**src/rtl/core/smp_pkg.sv**
```systemverilog
package smp_pkg;

    localparam int DATA_W       = 16;
    localparam int POW_W        = 32;
    localparam int BIN_W        = 7;
    localparam int BLEN_W       = 6;
    localparam int STEP_W       = 2;
    localparam int DIV_CNT_W    = 6;

    localparam logic [BIN_W-1:0]  TARGET_RESET  = 7'd51;
    localparam logic [STEP_W-1:0] NEWTON_LAST   = 2'd2;
    localparam logic [DATA_W-1:0] MAG_MAX       = 16'hFFFF;

    typedef struct packed {
        logic start;
    } t_div_ctl;

    typedef struct packed {
        logic done;
    } t_div_stat;

endpackage

```
**src/rtl/core/smp_div.sv**
```systemverilog
module smp_div (
    input  logic                          i_clk,
    input  logic                          i_rst_n,
    input  smp_pkg::t_div_ctl             i_ctl,
    input  logic [smp_pkg::POW_W-1:0]     i_dividend,
    input  logic [smp_pkg::POW_W-1:0]     i_divisor,
    output smp_pkg::t_div_stat            o_stat,
    output logic [smp_pkg::POW_W-1:0]     o_quotient
);

    logic [smp_pkg::DIV_CNT_W-1:0] r_cnt, n_cnt;
    logic                          r_done, n_done;
    logic [smp_pkg::POW_W-1:0]     r_rem, n_rem;
    logic [smp_pkg::POW_W-1:0]     r_quo, n_quo;
    logic [smp_pkg::POW_W-1:0]     r_div, n_div;
    logic [smp_pkg::POW_W:0]       w_shift;
    logic [smp_pkg::POW_W+1:0]     w_diff;
    logic                          w_ge;

    assign w_shift = {r_rem, r_quo[smp_pkg::POW_W-1]};
    assign w_diff  = {1'b0, w_shift} - {2'b00, r_div};
    assign w_ge    = ~w_diff[smp_pkg::POW_W+1];

    always_comb begin
        n_cnt  = r_cnt;
        n_done = 1'b0;
        n_rem  = r_rem;
        n_quo  = r_quo;
        n_div  = r_div;
        if (i_ctl.start) begin
            n_cnt = smp_pkg::DIV_CNT_W'(smp_pkg::POW_W);
            n_rem = '0;
            n_quo = i_dividend;
            n_div = i_divisor;
        end else if (r_cnt != '0) begin
            n_cnt  = r_cnt - smp_pkg::DIV_CNT_W'(1);
            n_done = (r_cnt == smp_pkg::DIV_CNT_W'(1));
            n_rem  = w_ge ? w_diff[smp_pkg::POW_W-1:0] : w_shift[smp_pkg::POW_W-1:0];
            n_quo  = {r_quo[smp_pkg::POW_W-2:0], w_ge};
        end
    end

    always_ff @(posedge i_clk) begin
        if (!i_rst_n) begin
            r_cnt  <= '0;
            r_done <= 1'b0;
        end else begin
            r_cnt  <= n_cnt;
            r_done <= n_done;
        end
        r_rem <= n_rem;
        r_quo <= n_quo;
        r_div <= n_div;
    end

    assign o_stat.done = r_done;
    assign o_quotient  = r_quo;

endmodule

```
**src/rtl/core/smp_root.sv**
```systemverilog
module smp_root (
    input  logic                          i_clk,
    input  logic                          i_rst_n,
    input  logic                          i_start,
    input  logic [smp_pkg::DATA_W-1:0]    i_re_abs,
    input  logic [smp_pkg::DATA_W-1:0]    i_im_abs,
    output logic                          o_done,
    output logic [smp_pkg::DATA_W-1:0]    o_mag
);

    localparam logic [3:0] R_IDLE   = 4'd0;
    localparam logic [3:0] R_MUL_RE = 4'd1;
    localparam logic [3:0] R_MUL_IM = 4'd2;
    localparam logic [3:0] R_ADD    = 4'd3;
    localparam logic [3:0] R_BLEN   = 4'd4;
    localparam logic [3:0] R_SEED   = 4'd5;
    localparam logic [3:0] R_DSTART = 4'd6;
    localparam logic [3:0] R_DWAIT  = 4'd7;
    localparam logic [3:0] R_FIN    = 4'd8;

    logic [3:0]                        r_state, n_state;
    logic [smp_pkg::POW_W-1:0]         r_prod, n_prod;
    logic [smp_pkg::POW_W-1:0]         r_pow, n_pow;
    logic [smp_pkg::POW_W-1:0]         r_scan, n_scan;
    logic [smp_pkg::BLEN_W-1:0]        r_blen, n_blen;
    logic [smp_pkg::POW_W-1:0]         r_x, n_x;
    logic [smp_pkg::STEP_W-1:0]        r_step, n_step;
    logic [smp_pkg::DATA_W-1:0]        w_op;
    logic [smp_pkg::POW_W-1:0]         w_sum;
    logic [smp_pkg::POW_W:0]           w_newton;
    smp_pkg::t_div_ctl                 w_div_ctl;
    smp_pkg::t_div_stat                w_div_stat;
    logic [smp_pkg::POW_W-1:0]         w_quo;

    smp_div u_div (
        .i_clk      (i_clk),
        .i_rst_n    (i_rst_n),
        .i_ctl      (w_div_ctl),
        .i_dividend (r_pow),
        .i_divisor  (r_x),
        .o_stat     (w_div_stat),
        .o_quotient (w_quo)
    );

    assign w_op          = (r_state == R_MUL_RE) ? i_re_abs : i_im_abs;
    assign w_sum         = r_pow + r_prod;
    assign w_newton      = {1'b0, r_x} + {1'b0, w_quo};
    assign w_div_ctl.start = (r_state == R_DSTART) && (r_x != '0);

    always_comb begin
        n_state = r_state;
        n_prod  = r_prod;
        n_pow   = r_pow;
        n_scan  = r_scan;
        n_blen  = r_blen;
        n_x     = r_x;
        n_step  = r_step;
        case (r_state)
            R_IDLE: begin
                if (i_start) begin
                    n_state = R_MUL_RE;
                end
            end
            R_MUL_RE: begin
                n_prod  = smp_pkg::POW_W'(w_op) * smp_pkg::POW_W'(w_op);
                n_state = R_MUL_IM;
            end
            R_MUL_IM: begin
                n_pow   = r_prod;
                n_prod  = smp_pkg::POW_W'(w_op) * smp_pkg::POW_W'(w_op);
                n_state = R_ADD;
            end
            R_ADD: begin
                n_pow   = w_sum;
                n_scan  = w_sum;
                n_blen  = '0;
                n_state = R_BLEN;
            end
            R_BLEN: begin
                if (r_scan != '0) begin
                    n_scan = r_scan >> 1;
                    n_blen = r_blen + smp_pkg::BLEN_W'(1);
                end else begin
                    n_state = R_SEED;
                end
            end
            R_SEED: begin
                n_step = '0;
                if (r_pow == '0) begin
                    n_x     = '0;
                    n_state = R_FIN;
                end else begin
                    n_x     = smp_pkg::POW_W'(1) << r_blen[smp_pkg::BLEN_W-1:1];
                    n_state = R_DSTART;
                end
            end
            R_DSTART: begin
                n_state = (r_x == '0) ? R_FIN : R_DWAIT;
            end
            R_DWAIT: begin
                if (w_div_stat.done) begin
                    n_x    = w_newton[smp_pkg::POW_W:1];
                    n_step = r_step + smp_pkg::STEP_W'(1);
                    n_state = (r_step == smp_pkg::NEWTON_LAST) ? R_FIN : R_DSTART;
                end
            end
            R_FIN: begin
                n_state = R_IDLE;
            end
            default: begin
                n_state = R_IDLE;
            end
        endcase
    end

    always_ff @(posedge i_clk) begin
        if (!i_rst_n) begin
            r_state <= R_IDLE;
            r_step  <= '0;
        end else begin
            r_state <= n_state;
            r_step  <= n_step;
        end
        r_prod <= n_prod;
        r_pow  <= n_pow;
        r_scan <= n_scan;
        r_blen <= n_blen;
        r_x    <= n_x;
    end

    assign o_done = (r_state == R_FIN);
    assign o_mag  = (r_x > smp_pkg::POW_W'(smp_pkg::MAG_MAX)) ? smp_pkg::MAG_MAX
                                                              : r_x[smp_pkg::DATA_W-1:0];

endmodule

```
**src/rtl/core/spectrum_magnitude_peak_finder_top.sv**
```systemverilog
// Spectrum magnitude and peak finder.
// Input channel: i_in_valid / o_in_stall carry one FFT bin item (real and
// imaginary part). Bins are numbered internally 0..BINS-1 within a frame.
// Output channel: o_out_valid / i_out_stall carry one result item per bin:
// magnitude and bin index; on the last bin of a frame o_frame_end is high and
// the peak bin, peak value and target value are valid, zero otherwise.
// Configuration: i_cfg_valid / o_cfg_ready write the target bin; ready is
// always high, and writes are expected only while no item is in flight.
// Work per item: a zero power skips the Newton steps; otherwise the time grows
// with L, the bit length of the power: the scan shifts out one bit per step and
// each of the three Newton steps wraps a division in the single shared
// restoring divider.
// Flow: o_in_stall is high while an item is being worked on, so no new item
// is taken before the last result is loaded; the next item can be taken in
// the cycle after that load. A finished result sits in the output register,
// so the next item is accepted while it waits. If the receiver stalls, the
// result holds and a following result waits inside the block until the
// output register frees.
// Reset (synchronous, active low) empties both sides, clears the frame
// state and the bin counter, and sets the target bin to 51.
module spectrum_magnitude_peak_finder_top #(
    parameter int BINS = 128
) (
    input  logic                              i_clk,
    input  logic                              i_rst_n,
    input  logic                              i_in_valid,
    output logic                              o_in_stall,
    input  logic signed [smp_pkg::DATA_W-1:0] i_real_part,
    input  logic signed [smp_pkg::DATA_W-1:0] i_imag_part,
    output logic                              o_out_valid,
    input  logic                              i_out_stall,
    output logic [smp_pkg::DATA_W-1:0]        o_magnitude,
    output logic [smp_pkg::BIN_W-1:0]         o_bin_index,
    output logic                              o_frame_end,
    output logic [smp_pkg::BIN_W-1:0]         o_peak_bin,
    output logic [smp_pkg::DATA_W-1:0]        o_peak_value,
    output logic [smp_pkg::DATA_W-1:0]        o_target_value,
    input  logic                              i_cfg_valid,
    output logic                              o_cfg_ready,
    input  logic [smp_pkg::BIN_W-1:0]         i_cfg_watch_bin
);

    localparam int CW = (BINS > 2) ? $clog2(BINS) : 1;
    localparam int XW = CW + smp_pkg::BIN_W;

    localparam logic [1:0] ST_IDLE = 2'd0;
    localparam logic [1:0] ST_CALC = 2'd1;
    localparam logic [1:0] ST_WAIT = 2'd2;

    logic [1:0]                        r_state, n_state;
    logic [smp_pkg::DATA_W-1:0]        r_re_abs, r_im_abs;
    logic [smp_pkg::DATA_W-1:0]        r_mag;
    logic [smp_pkg::BIN_W-1:0]         r_target;
    logic [CW-1:0]                     r_cnt;
    logic [smp_pkg::DATA_W-1:0]        r_best_mag, n_best_mag;
    logic [smp_pkg::BIN_W-1:0]         r_best_bin, n_best_bin;
    logic [smp_pkg::DATA_W-1:0]        r_tgt_mag, n_tgt_mag;
    logic                              r_out_valid;
    logic                              w_accept, w_load, w_last, w_hit;
    logic                              w_root_done;
    logic [smp_pkg::DATA_W-1:0]        w_root_mag;
    logic [XW-1:0]                     w_cnt_x;

    assign w_accept    = i_in_valid && !o_in_stall;
    assign o_in_stall  = (r_state != ST_IDLE);
    assign o_cfg_ready = 1'b1;
    assign w_load      = (r_state == ST_WAIT) && (!r_out_valid || !i_out_stall);
    assign w_cnt_x     = {{smp_pkg::BIN_W{1'b0}}, r_cnt};
    assign w_last      = (r_cnt == CW'(BINS - 1));
    assign w_hit       = (w_cnt_x == {{CW{1'b0}}, r_target});

    smp_root u_root (
        .i_clk    (i_clk),
        .i_rst_n  (i_rst_n),
        .i_start  (r_state == ST_CALC),
        .i_re_abs (r_re_abs),
        .i_im_abs (r_im_abs),
        .o_done   (w_root_done),
        .o_mag    (w_root_mag)
    );

    always_comb begin
        n_state = r_state;
        case (r_state)
            ST_IDLE: begin
                if (w_accept) begin
                    n_state = ST_CALC;
                end
            end
            ST_CALC: begin
                if (w_root_done) begin
                    n_state = ST_WAIT;
                end
            end
            ST_WAIT: begin
                if (w_load) begin
                    n_state = ST_IDLE;
                end
            end
            default: begin
                n_state = ST_IDLE;
            end
        endcase
    end

    always_comb begin
        n_best_mag = r_best_mag;
        n_best_bin = r_best_bin;
        n_tgt_mag  = r_tgt_mag;
        if ((r_cnt != '0) && (r_mag > r_best_mag)) begin
            n_best_mag = r_mag;
            n_best_bin = w_cnt_x[smp_pkg::BIN_W-1:0];
        end
        if (w_hit) begin
            n_tgt_mag = r_mag;
        end
    end

    always_ff @(posedge i_clk) begin
        if (!i_rst_n) begin
            r_state     <= ST_IDLE;
            r_target    <= smp_pkg::TARGET_RESET;
            r_cnt       <= '0;
            r_best_mag  <= '0;
            r_best_bin  <= '0;
            r_tgt_mag   <= '0;
            r_out_valid <= 1'b0;
        end else begin
            r_state <= n_state;
            if (i_cfg_valid && o_cfg_ready) begin
                r_target <= i_cfg_watch_bin;
            end
            if (w_load) begin
                r_out_valid <= 1'b1;
                if (w_last) begin
                    r_cnt      <= '0;
                    r_best_mag <= '0;
                    r_best_bin <= '0;
                    r_tgt_mag  <= '0;
                end else begin
                    r_cnt      <= r_cnt + CW'(1);
                    r_best_mag <= n_best_mag;
                    r_best_bin <= n_best_bin;
                    r_tgt_mag  <= n_tgt_mag;
                end
            end else if (!i_out_stall) begin
                r_out_valid <= 1'b0;
            end
        end
        if (w_accept) begin
            r_re_abs <= i_real_part[smp_pkg::DATA_W-1] ? -i_real_part : i_real_part;
            r_im_abs <= i_imag_part[smp_pkg::DATA_W-1] ? -i_imag_part : i_imag_part;
        end
        if (w_root_done) begin
            r_mag <= w_root_mag;
        end
        if (w_load) begin
            o_magnitude    <= r_mag;
            o_bin_index    <= w_cnt_x[smp_pkg::BIN_W-1:0];
            o_frame_end    <= w_last;
            o_peak_bin     <= w_last ? n_best_bin : '0;
            o_peak_value   <= w_last ? n_best_mag : '0;
            o_target_value <= w_last ? n_tgt_mag : '0;
        end
    end

    assign o_out_valid = r_out_valid;

endmodule

```
**config.mk**
```make
export PLATFORM = sky130hd
export DESIGN_NAME = spectrum_magnitude_peak_finder_top
export DESIGN_NICKNAME = d
export VERILOG_FILES = /design/src/rtl/core/smp_pkg.sv /design/src/rtl/core/smp_div.sv /design/src/rtl/core/smp_root.sv /design/src/rtl/core/spectrum_magnitude_peak_finder_top.sv
export SDC_FILE = /design/constraint.sdc
export NUM_CORES = 1
export LEC_CHECK = 0
export ABC_CLOCK_PERIOD_IN_PS = 10660
export BUFFER_PORTS_ARGS = -buffer_cell sky130_fd_sc_hd__buf_4
export CORE_AREA = 2 2 240 242
export CTS_BUF_LIST = sky130_fd_sc_hd__clkbuf_8 sky130_fd_sc_hd__clkbuf_16
export CTS_CLUSTER_DIAMETER = 100
export DETAILED_ROUTE_END_ITERATION = 10
export DIE_AREA = 0 0 242 244
export GPL_ROUTABILITY_DRIVEN = 1
export PLACE_DENSITY_LB_ADDON = 0.05
export SYNTH_ARGS = -nofsm -noshare
export SYNTH_HDL_FRONTEND = slang
export SYNTH_HIERARCHICAL = 1
export SYNTH_SLANG_ARGS = --single-unit
```
**constraint.sdc**
```tcl
create_clock -name i_clk -period 10.66 [get_ports i_clk]
set_clock_uncertainty 0.1 [all_clocks]
set_input_delay 2.132 -clock i_clk [delete_from_list [all_inputs] [get_ports i_clk]]
set_output_delay 2.132 -clock i_clk [all_outputs]
set_load 0.02 [all_outputs]
```
* Word-level counts from Yosys, hierarchy flattened
Index checks and enable logic that the tools add are counted.
Storage, ports and cells: register bits 410, bits in latches 0, RAM bits 0, memory bits (read-only) 0, output and inout bits 66, memories 0
Cells by class: $add $sub $neg 9, multipliers 1, divide/modulo/power cells 0, order comparisons 2, equal/unequal tests 22, shift operators 1, multiplexer cells 38, bitwise operators 3, reductions and logical operators 28
Operators with widths (count):
- $mux W32 | 6
- $pmux W32 S2 | 3
- $mux W16 | 5
- $logic_not A32 Y1 | 2
- $reduce_bool A32 Y1 | 2
- $sub A33 B32 Y34 | 1
- $add A32 B32 Y33 | 1
- $add A32 B32 Y32 | 1
- $gt A32 B16 Y1 const B | 1
- $mul A16 B16 Y32 | 1
- $neg A16 Y16 | 2
- $pmux W4 S8 | 1
- $shl A1 B5 Y32 const A | 1
- $mux W15 | 2
- $mux W4 | 6
- $mux W7 | 3
- $mux W6 | 3
- $eq A4 B3 Y1 const B | 4
- $gt A16 B16 Y1 | 1
- $pmux W6 S2 | 1
- $ne A2 B2 Y1 const B | 5
- $reduce_bool A2 Y1 | 5
- $eq A4 B2 Y1 const B | 2
- $mux W2 | 4
- 27 further kinds | 41

* Longest topological paths before layout
depth in word-level cells 5, mapped depth 30

* Hierarchy
Netlist, hierarchy kept.
Modules (own cells, without submodules):
- smp_root | instances 1, cells each 1731, area an instance 16136.7 µm², sequential area each 4113.9 µm²
- spectrum_magnitude_peak_finder_top | instances 1, cells each 654, area an instance 7643.6 µm², sequential area each 4454.3 µm²
- smp_div | instances 1, cells each 582, area an instance 5929.4 µm², sequential area each 2702.6 µm²

* Least setup slack after synthesis
Ideal clock, no wire load.
path type register -> register, start register u_root.r_state[3], end register u_root/r_prod[30] in the netlist's numbering (data pin), library setup time 258 ps, arrival time 7468 ps, slack 2835 ps, cell stages (with the launch flop) 31, path buffers 3, clock period less this slack 7825 ps, cells stage by stage dfxtp_1 clkbuf_1 nor4b_1 buf_2 buf_2 mux2i_1 clkinv_1 nand2_1 inv_1 fa_1 inv_1 fa_1 inv_1 fa_1 inv_1 fa_1 inv_1 fa_1 inv_1 fa_1 inv_1 ha_1 a21oi_1 o21ai_0 a31oi_4 nor4_2 a2111oi_4 o21ai_2 a221o_1 a21oi_2 xnor2_1
On the way: longest elaborated chain between the ends 3
Ends and longest elaborated chain:
- start: declaration | RTL line smp_root.sv:21 | logic [3:0] r_state, n_state;
- start signal: assignment | RTL line smp_root.sv:121 | r_state <= n_state;
- $eq A4 B1 Y1 | RTL line smp_root.sv:45, smp_root.sv:58
- $mux W16 | RTL line smp_root.sv:45 | assign w_op = (r_state == R_MUL_RE) ? i_re_abs : i_im_abs;
- $mul A16 B16 Y32 | RTL line smp_root.sv:65, smp_root.sv:70
- end signal: assignment | RTL line smp_root.sv:124 | r_prod <= n_prod;
- end: declaration | RTL line smp_root.sv:22 | logic [smp_pkg::POW_W-1:0] r_prod, n_prod;
Every way passes these cells. A chain may end at the register's enable or synchronous reset.

* Worst setup path in the final report
start register u_root.r_state[0], end register u_root/r_prod[30] in the netlist's numbering (data pin)
The elaborated chain is that of the path after synthesis.

==> results.py <==
metrics = {
    "run_status": {
        "run_status": "finished clean",
    },
    "detailed_routing": {
        "post_drt_via_cell_ratio": 5.79,
        "drcViolationCount": 0,
        "postRouteAntennaNets": 0,
        "drt_pass1_iterations": 6,
        "total_number_of_vias": 22200,
        "detailed_route_wire_length_per_cell_um": 19.3,
        "route.final.wire_length_um": 74000,
        "first_iter_violations": 1530,
    },
    "logic_synthesis": {
        "synthesized_area_fraction_occupied_by_ao_oa_aoi_and_oai_cells_pct": 14.1,
        "synth-async-reset-ratio_pct": 0,
        "synth_area_mm2": 0.0297,
        "netlist_top_cells_area": "edfxtp_1 31%, fa_1 11%, ha_1 9.1%",
        "synth_largest_type_area_fraction_pct": 31.1,
        "yosys_register_bits": 409,
        "postSynthNetCount": 3393,
        "synth.area.mux_share_pct": 3.18,
        "synth.largest_area_cell": "edfxtp_1",
        "synth-adder-area-share_pct": 20.3,
        "synth_xor_area_share_pct": 4.95,
        "cells_after_synth": 2967,
        "syn-mean-instance-area_um2": 10.0,
        "yosys_most_used_dff": "edfxtp_1",
        "yosysWarningCount": 6,
        "ys_seq_area_share_pct": 37.9,
        "synthSimpleGateAreaFrac_pct": 13.5,
        "number_of_enable_type_register_cells_in_the_synthesized_netlist": 308,
        "largest_family_of_logic_cells_by_synthesized_area": "adder cells",
        "synthDistinctLibCells": 95,
    },
    "grt": {
        "antenna_violations_before_repair": 1,
        "globalRoute.busiestLayer": "met2",
        "global_route.usage.met3_pct": 3.03,
        "grt.overflow.total": 0,
        "via_count_of_the_first_global_routing_pass": 22000,
        "globalRouteMet1Util_pct": 33.3,
        "grt_pass1_wl_um": 119000,
        "global_router_s_overall_resource_usage_pct": 25.0,
        "use_met2_pct": 42.7,
        "grt_start_max_net_pins": 112,
    },
    "min_path": {
        "worst_hold_class": "reg -> reg",
        "holdCritStartpoint": "u_root/u_div/r_rem[5]",
    },
    "critical_path": {
        "critPathMostFrequentCell": "inv_1",
        "startpoint_type": "flip-flop",
        "worst-endpoint-required_ns": 10.89,
        "timing.critical_path.slowest_cell_delay_ns": 0.68,
        "crit_fanout": 19,
        "setup.worst_path.class": "reg -> reg",
        "critical_path.n_buffers_inverters": 9,
        "worst_r2r_startpoint": "u_root/r_state[0]",
        "slowest_stage": "dfxtp_1",
        "worstSetupStartpoint": "u_root/r_state[0]",
        "crit_arrival_ns": 8.93,
        "setup.worst_path.end_class": "flip-flop",
        "timing.critical_path.max_delay_family": "adder cells",
    },
    "cells_and_area": {
        "num-nets-final": 3461,
        "layout-area-overhead-vs-synth_pct": 9.89,
        "layout.cells.most_common_list": "340 x inv_1, 308 x edfxtp_1, 280 x nand2_1, 216 x ha_1, 181 x nor2_1",
        "final_common_cell": "inv_1",
        "drive_gt1_share_pct": 10.5,
    },
    "sta": {
        "period_minus_slack_ns": 8.71,
        "setup_viol": 0,
        "maxClockFrequency_ghz": 0.115,
        "finalCritPeriodShare_pct": 81.7,
        "post_route_setup_tns_ns": 0,
        "report.final.slew_viol_count": 0,
        "hold_viol_final": 0,
        "tightestPinTransition_ns": 1.27,
        "max_slew_margin_pct": 15.0,
        "rsz0062_at_grt": "no",
    },
    "floorplan": {
        "io-pin-count": 110,
        "dieArea_mm2": 0.0590,
        "floorplan.die.height_um": 244,
        "die_w_um": 242,
        "initial_utilization_pct": 52.9,
        "rows": 87,
        "core_region_area_mm2": 0.0562,
    },
    "placement": {
        "dp_hpwl_um": 56200,
        "gp_congestion": 0.914,
        "portBuffers": 108,
    },
    "clocking": {
        "cts_hold_repair.buffers": 0,
        "cts-resized-gates": 0,
        "cts_sinks": 409,
        "htree_num_levels": 2,
        "clk_path_buf_depth": 3,
        "cts_tree": "done",
        "cts-root-buf": "clkbuf_16",
        "clkTransAtPathRegs_ns": 0.06,
        "cts_buffers": 46,
        "postCtsSetupBuffers": 0,
        "worstSkewPairLatency_ns": 0.59,
    },
    "run": {
        "cap_viol_max_count": 0,
    },
}
==> logic make-up (layout without fill, tap and decap cells) <==
kind of cell    Yosys count  in the layout
compound gates          636            636
xor+xnor                168            168
fa+ha+maj               382            382
buf+inv                 451            557
flops                   409            409
mux                      89             89
other cells               1              2
simple gates            831            831
==> final cells by class <==
cell class | count | area (um2)
Tap cell | 756 | 946
Fill cell | 4974 | 23500
Inverter | 333 | 1250
Clock buffer | 49 | 1190
Timing Repair Buffer | 138 | 1030
Antenna cell | 1 | 2.50
Clock inverter | 37 | 262
Sequential cell | 409 | 11300
Multi-Input combinational cell | 2107 | 16700
==> worst register-to-register path: cells and delay by family, from the launching register on <==
family	cells	cell delay (ns)
muxes	1	0.59
buffers and inverters	9	1.23
DFF	1	0.68
adders and majority gates	7	3.33
and+or+nand+nor	3	0.65
xor gates and xnor gates	1	0.07
AOI/OAI and AO/OA	7	1.79
==> through the flow <==
stage	cells	cell area, um2	hold WS, ns	utilization, %	worst slack [ns]
finish	3830	32600	0.386	58.1	1.95
CTS	3829	32600	0.390	58.1	2.02
global placement	3742	31200	0.373	55.5	2.22
detailed placement	3743	31200	0.382	55.5	2.04
floorplan	2967	29700	0.303	-	2.83
global route	3829	32600	0.411	58.1	1.44
==> flip-flops by register name, summed over array words and instances (netlist names), 16 cells and up <==
signal and cells:
u_root/r_pow 32, u_root/r_scan 32, u_root/r_x 32, u_root/u_div/o_quotient 32
u_root/u_div/r_div 32, u_root/u_div/r_rem 32, u_root/r_prod 31, o_magnitude 16
o_peak_value 16, o_target_value 16, r_best_mag 16, r_im_abs 16
r_mag 16, r_re_abs 16, r_tgt_mag 16
==> final timing paths <==
path / slack, ns / cells after the start / to
worst max-delay path: 1.95 / 28 / u_root/r_prod[30]
worst min-delay path: 0.39 / 2 / u_root/u_div/r_rem[5]
worst max register to register: 1.95 / 28 / u_root/r_prod[30]
worst min register to register: 0.39 / 2 / u_root/u_div/r_rem[5]
==> routing by layer <==
metal / vias to the layer above / wire, um
met5: - / 0
met4: 0 / 2200
met3: 132 / 3460
met2: 570 / 36300
met1: 10900 / 32000
li1: 10600 / -
==> cell usage after synthesis (all sizes together), types with 37 or more instances <==
cell,n
inv,327
edfxtp,308
nand2,281
ha,216
nor2,184
a21oi,168
o21ai,167
fa,166
xnor2,107
dfxtp,101
nand3,89
clkbuf,85
xor2,61
a21o,52
nand4,49
mux2i,46
mux2,43
nor2b,39
o211ai,37
Power is left out: the tool's default activity adds up to more than one toggle a clock period on the data nets, which glitch-free logic cannot reach.
